`config.mk`:
```
export PLATFORM = sky130hd
export DESIGN_NAME = cordic_sc_stage
export DESIGN_NICKNAME = d
export VERILOG_FILES = /design/src/rtl/assert_macros.svh /design/src/rtl/cordic_sc_pkg.sv /design/src/rtl/cordic_sc_stage.sv
export SDC_FILE = /design/constraint.sdc
export NUM_CORES = 1
export LEC_CHECK = 0
export BUFFER_PORTS_ARGS = -buffer_cell sky130_fd_sc_hd__buf_2
export CORE_MARGIN = 2
export CORE_UTILIZATION = 53
export DETAILED_ROUTE_END_ITERATION = 8
export PLACE_DENSITY = 0.85
export SLEW_MARGIN = 25
export SYNTH_ARGS = -nofsm -noshare
export SYNTH_HDL_FRONTEND = slang
export SYNTH_SLANG_ARGS = --single-unit
```
`constraint.sdc`:
```
create_clock -name clk -period 0.9 [get_ports clk]
set_input_delay 0.09 -clock clk [delete_from_list [all_inputs] [get_ports clk]]
set_output_delay 0.09 -clock clk [all_outputs]
set_load 0.02 [all_outputs]
```
`src/rtl/assert_macros.svh`:
```
// Assertion macros for the RTL files that carry checks.
`ifndef ASSERT_MACROS_SVH
`define ASSERT_MACROS_SVH

// Property that must hold at every clock edge outside reset.
`define CSC_ASSERT(lbl, clk, rst_n, prop, msg) \
    lbl: assert property (@(posedge clk) disable iff (!rst_n) (prop)) else $error(msg);

// Property with a non-overlapping implication from antecedent to consequent.
`define CSC_ASSERT_NEXT(lbl, clk, rst_n, ante, cons, msg) \
    lbl: assert property (@(posedge clk) disable iff (!rst_n) (ante) |=> (cons)) \
        else $error(msg);

`endif

```
`src/rtl/cordic_sc_pkg.sv`:
```
package cordic_sc_pkg;

    // Field and datapath widths.
    localparam int AngleWidth        = 27;
    localparam int VecWidth          = 20;
    localparam int OutWidth          = 18;
    localparam int MaxIterations     = 24;
    localparam int DefaultIterations = 24;
    localparam int AtanIndexWidth    = 5;

    typedef logic signed [AngleWidth-1:0] angle_t;
    typedef logic signed [VecWidth-1:0]   vec_t;
    typedef logic signed [OutWidth-1:0]   result_t;

    // Angle constants in degrees, signed Q10.16.
    localparam angle_t Ang90     = 27'sd5898240;
    localparam angle_t Ang180    = 27'sd11796480;
    localparam angle_t Ang270    = 27'sd17694720;
    localparam angle_t Ang360    = 27'sd23592960;
    localparam angle_t NegAng360 = -27'sd23592960;
    localparam angle_t AngZero   = 27'sd0;

    // Starting vector length: the inverse of the CORDIC gain.
    localparam vec_t StartX = 20'sd39797;
    localparam vec_t VecZero = 20'sd0;

    // State of one item on its way through the rotation stages.
    typedef struct packed {
        angle_t angle;
        angle_t acc;
        vec_t   x;
        vec_t   y;
        logic   negate;
    } rotor_t;

    // Arctangent of 2^-i in degrees, signed Q10.16.
    function automatic angle_t atan_deg(input logic [AtanIndexWidth-1:0] idx);
        angle_t val;
        case (idx)
            5'd0:    val = 27'sd2949120;
            5'd1:    val = 27'sd1740967;
            5'd2:    val = 27'sd919879;
            5'd3:    val = 27'sd466945;
            5'd4:    val = 27'sd234379;
            5'd5:    val = 27'sd117304;
            5'd6:    val = 27'sd58666;
            5'd7:    val = 27'sd29335;
            5'd8:    val = 27'sd14668;
            5'd9:    val = 27'sd7334;
            5'd10:   val = 27'sd3667;
            5'd11:   val = 27'sd1833;
            5'd12:   val = 27'sd917;
            5'd13:   val = 27'sd458;
            5'd14:   val = 27'sd229;
            5'd15:   val = 27'sd115;
            5'd16:   val = 27'sd57;
            5'd17:   val = 27'sd29;
            5'd18:   val = 27'sd14;
            5'd19:   val = 27'sd7;
            5'd20:   val = 27'sd4;
            5'd21:   val = 27'sd2;
            5'd22:   val = 27'sd1;
            default: val = 27'sd0;
        endcase
        return val;
    endfunction

endpackage

```
`src/rtl/cordic_sc_stage.sv`:
```
module cordic_sc_stage #(
    parameter int STAGE = 0
) (
    input  logic                  clk,
    input  logic                  rst_n,
    input  logic                  advance,
    input  logic                  valid_in,
    input  cordic_sc_pkg::rotor_t data_in,
    output logic                  valid_out,
    output cordic_sc_pkg::rotor_t data_out
);

    localparam logic [cordic_sc_pkg::AtanIndexWidth-1:0] StageIdx =
        cordic_sc_pkg::AtanIndexWidth'(STAGE);
    localparam cordic_sc_pkg::angle_t StageAtan = cordic_sc_pkg::atan_deg(StageIdx);

    cordic_sc_pkg::vec_t   x_in;
    cordic_sc_pkg::vec_t   y_in;
    cordic_sc_pkg::vec_t   x_shift;
    cordic_sc_pkg::vec_t   y_shift;
    cordic_sc_pkg::rotor_t data_next;
    cordic_sc_pkg::rotor_t data_reg;
    logic                  valid_reg;

    // One micro-rotation: turn towards the target angle by atan(2^-STAGE).
    always_comb
    begin
        x_in      = data_in.x;
        y_in      = data_in.y;
        x_shift   = x_in >>> STAGE;
        y_shift   = y_in >>> STAGE;
        data_next = data_in;
        if (data_in.acc < data_in.angle)
        begin
            data_next.x   = x_in - y_shift;
            data_next.y   = y_in + x_shift;
            data_next.acc = data_in.acc + StageAtan;
        end
        else
        begin
            data_next.x   = x_in + y_shift;
            data_next.y   = y_in - x_shift;
            data_next.acc = data_in.acc - StageAtan;
        end
    end

    // Valid bit; it moves only when the pipeline advances.
    always_ff @(posedge clk or negedge rst_n)
    begin
        if (!rst_n)
        begin
            valid_reg <= 1'b0;
        end
        else if (advance)
        begin
            valid_reg <= valid_in;
        end
    end

    // Payload register.
    always_ff @(posedge clk)
    begin
        if (advance)
        begin
            data_reg <= data_next;
        end
    end

    assign valid_out = valid_reg;
    assign data_out  = data_reg;

endmodule

```
==> run summary, run 1 <==
status = stopped before the end
Fail Step = global routing
Error = [ERROR GRT-0232] Routing congestion too high. Check the congestion heatmap in the GUI.
Synth Area in Simple Gates = 0.100
Cells after Synth = 685
top post-synthesis cells by area = edfxtp_1 (41%), ha_1 (16%), xnor2_1 (5.1%)
number of synthesized flops with an enable pin = 94
global route overflow = 39
Die Width = 118 µm
Mean Syn Cell Area = 9.97 µm²
Post-Syn Area = 0.00683 mm²
Initial Util = 0.541
number of clock sinks = 95
top_reg_cell synth = edfxtp_1
xor/xnor share of the synthesized area = 0.0615
Die H = 118 µm
Synth Area in Compound Gates = 0.164
Unique masters post-synth = 66
CTS root buf = clkbuf_16
largest area contributor in the netlist = edfxtp_1
register bit total from synthesis = 95
Async S/R FF share, synth = 0.0105
Post-Place Cell Area = 0.00963 mm²
Max Root-Sink Buffers = 2
Rows = 41
CTS HTree Levels = 3
Port Buffers = 194
synth warn = 0
gpl congestion = 0.954
GR Util All Layers = 0.752
CTS Buf Count = 9
most common library cells after synthesis = edfxtp_1 (94), inv_1 (89), ha_1 (86)
Seq/Total Area, Yosys = 0.417
largest net degree at the start of global routing = 47
count leader, synth = edfxtp_1
Synth Area in Adders = 0.168
post-DP HPWL = 15,600 µm
synthesized net count = 873
Top-Level Pins = 195
initial antenna violation count = 5
worst_ep kind = register data pin
mux contribution to synthesized area = 0.0207
last worst endpoint in the global-route repair_timing = data_out[67]$_DFFE_PP_/D
largest family of logic cells by synthesized area = adder cells
top-area cell type share of the netlist area = 0.413
[per-stage QoR]
step	setup TNS, ns	setup WS, ns	hold slack, ns	std cells	util
2_1_floorplan	-75.36	-2.76	-0.206	685	-
3_3_place_gp	-88.54	-2.70	-0.135	1205	0.763
3_5_place_dp	-96.62	-2.96	-0.133	1205	0.763
4_1_cts	-75.11	-2.39	0.0213	1279	0.886
[logic make-up after synthesis]
kind of cell               after synthesis
buffers and inverters                  118
adders and majority gates               90
muxes                                   14
AOI/OAI and AO/OA                      182
xor gates and xnor gates                48
DFF                                     95
and+or+nand+nor                        138
[routing by layer]
| metal | GRT overflow | track usage |
|---|---|---|
| met5 | 0 | 0.114 |
| met4 | 19 | 0.803 |
| met3 | 0 | 0.572 |
| met2 | 20 | 0.928 |
| met1 | 0 | 0.750 |
[timing repair]
item                                    in CTS
hold buffers                                37
hold endpoints to repair                    37
endpoints found under the setup margin     144
pin swaps                                   58
gates cloned                                 1
setup buffers                               22
resized for setup                          180
==> inputs of run 2 (changes only) <==
CORE_UTILIZATION = 40   (was 53)
PLACE_DENSITY = not set   (was 0.85)
PLACE_DENSITY_LB_ADDON = 0.15   (was not set)
==> run 2 against run 1 <==
Against the previous run:
- the flow now finishes, with violations (negative setup slack)
- synthesized area did not move
- synthesized cell count did not move
==> run summary, run 2 <==
dpl cells = 1,255
most common cell after layout, fill and taps aside = buf_4
crit end category = register
top_reg_cell synth = edfxtp_1
Worst Setup SP = data_in[57]
post-DP HPWL = 15,800 µm
share of cells above drive strength 1 = 0.544
Routed WL = 25,800 µm
Async S/R FF share, synth = 0.0105
global route overflow = 0
register share of total power = 0.306
gpl congestion = 0.955
Slew Limit Fails = 0
Combinational Power Share = 0.493
worst-skew pair later-pin latency = 0.35 ns
Layout Cells excl Fill = 1,375
Seq/Total Area, Yosys = 0.417
Max FO, Critical Path = 5
synth warn = 0
max cap viols = 0
Rows = 47
Power Dens Cells = 1550 mW/mm²
Max Root-Sink Buffers = 2
# diodes = 0
failing checks = negative setup slack
largest area contributor in the netlist = edfxtp_1
Mean Syn Cell Area = 9.97 µm²
Unique masters post-synth = 66
vias after detailed routing = 7,112
post-route minimum period = 3.25 ns
max reg flops = 94
Place WS = -2.90 ns
Starting DRT DRC Count = 477
VDD IR-drop max = 1.04 mV
GR Util All Layers = 0.262
most common library cells after synthesis = edfxtp_1 (94), inv_1 (89), ha_1 (86)
startpoint types = primary input
Max Clock Skew = 0 ns
Die H = 135 µm
Wirelength per Cell = 18.7 µm
CTS tree = yes
period utilization = 3.61
final net count = 1,338
Setup crit end = data_out[67]
crit path DAT = 3.35 ns
WS Path Type = in2reg
Die Width = 135 µm
register bit total from synthesis = 95
top post-synthesis cells by area = edfxtp_1 (41%), ha_1 (16%), xnor2_1 (5.1%)
Worst Tran Pin Value = 0.455 ns
hold slack = 0.0752 ns
CTS Buf Count = 9
vias per inst = 5.17
CTS HTree Levels = 3
Final Hold Viols = 0
Sw Share = 0.344
Post-DRT Antenna Nets = 0
Post-Syn Area = 0.00683 mm²
initial antenna violation count = 0
P_leak = 5.67 nW
RSZ-0062 raised after global routing = true
worst-case reg-to-reg path depth = 2
Crit Reg-Reg Startpoint = valid_out
Synth-to-Final Area Change = 86.8%
Die Area = 0.0181 mm²
part of the power in the clock network = 0.201
DR pass1 iterations = 5
Top-Level Pins = 195
clk slew on worst S/H paths = 0.07 ns
largest net degree at the start of global routing = 30
Net Switching = 6.79 mW
number of global-route vias before repair = 7,419
Initial Util = 0.410
CTS root buf = clkbuf_16
synthesized net count = 873
drt drc = 0
FF-to-FF End = valid_out
first-pass GRT wire length = 37,400 µm
Fmax = 308 MHz
top-area cell type share of the netlist area = 0.413
Internal = 12.9 mW
number of clock sinks = 95
Cells after Synth = 685
status = finished with violations
final setup fails = 145
R2R setup slack = 0 ns
slack of the critical path = -2.35 ns
Worst EP required = 1.00 ns
Port Buffers = 194
core area = 0.0166 mm²
setup TNS = -87.36 ns
count leader, synth = edfxtp_1
worst hold path type = in2async
most frequent cells in the layout = buf_4 (195), buf_6 (122), edfxtp_1 (94)
number of synthesized flops with an enable pin = 94
max_slew headroom = 0.693
-- run 2: cell counts after synthesis --
No cell type changed its count.
-- run 2: kinds of logic after synthesis --
group,after synthesis,synth area share
adder cells (fa/ha/maj),90,0.168
AND/OR/NAND/NOR,138,0.100
flip-flops,95,0.417
buffers and inverters,118,0.0690
multiplexers,14,0.0207
XOR/XNOR,48,0.0615
AO/OA/AOI/OAI,182,0.164
-- run 2: metrics by stage --
step / total power, mW / cell area (µm²) / util
4_1_cts: 18.7 / 12100 / 0.728
3_5_place_dp: 12.3 / 9720 / 0.584
6_report: 19.7 / 12800 / 0.767
3_3_place_gp: 12.2 / 9720 / 0.584
5_1_grt: 20.5 / 12800 / 0.767
2_1_floorplan: 9.65 / 7210 / -
-- run 2: area by class of cell --
cell class / instances / area [µm²]
multi-input combinational: 472 / 4640
timing repair buffer: 478 / 4310
fill: 1067 / 3880
sequential: 95 / 2850
inverter: 94 / 394
tap: 220 / 275
clock buffer: 10 / 229
clock inverter: 6 / 66.3
-- run 2: critical path, stage by stage --
cell       delay (ns)
buf_4            0.13
ha_4             0.27
nand4_1          0.12
buf_6            0.15
buf_4            0.13
nor4_4           0.24
a21boi_4         0.25
or3_4            0.16
nand2_4          0.06
inv_6            0.08
xnor2_4          0.12
ha_4             0.20
nor2_4           0.05
nand3_2          0.06
a21oi_2          0.05
a2111oi_4        0.27
o31a_1           0.25
a2111oi_4        0.06
a211o_1          0.31
mux2i_1          0.14
xor2_1           0.14
-- run 2: repair_timing --
action | 4_1_cts | 5_1_grt
setup buffers | 47 | 11
cloned | 9 | 0
pin swaps | 72 | 31
setup endpoints to repair | 144 | 145
hold buffers | 44 | 1
resized for setup | 276 | 161
endpoints found under the hold margin | 44 | 1
-- run 2: power groups by stage --
stage	Sequential (mW)	Clock, mW	Combinational (mW)
finish	6.04	3.97	9.73
global route	6.08	4.15	10.3
CTS	5.94	3.98	8.77
detailed placement	5.98	0	6.32
global placement	5.97	0	6.21
floorplan	6.82	0	2.83
-- run 2: worst min-delay path by stage --
stage	from	end	slack, ns	cells after the start
finish	rst_n	valid_out	0.08	2
detailed placement	rst_n	valid_out	-0.13	1
global placement	rst_n	valid_out	-0.14	1
floorplan	rst_n	valid_out	-0.21	0
CTS	data_in[51]	data_out[51]	0.005	1
global route	rst_n	valid_out	0.07	2
-- run 2: routing by layer --
layer / up-vias / global-route usage / routed length [µm]
met5: - / 0 / 0
met4: 0 / 0.120 / 861
met3: 56 / 0.0308 / 1160
met2: 260 / 0.474 / 13400
met1: 3434 / 0.310 / 10400
li1: 3362 / - / -
(Power assumes the default switching activity.)
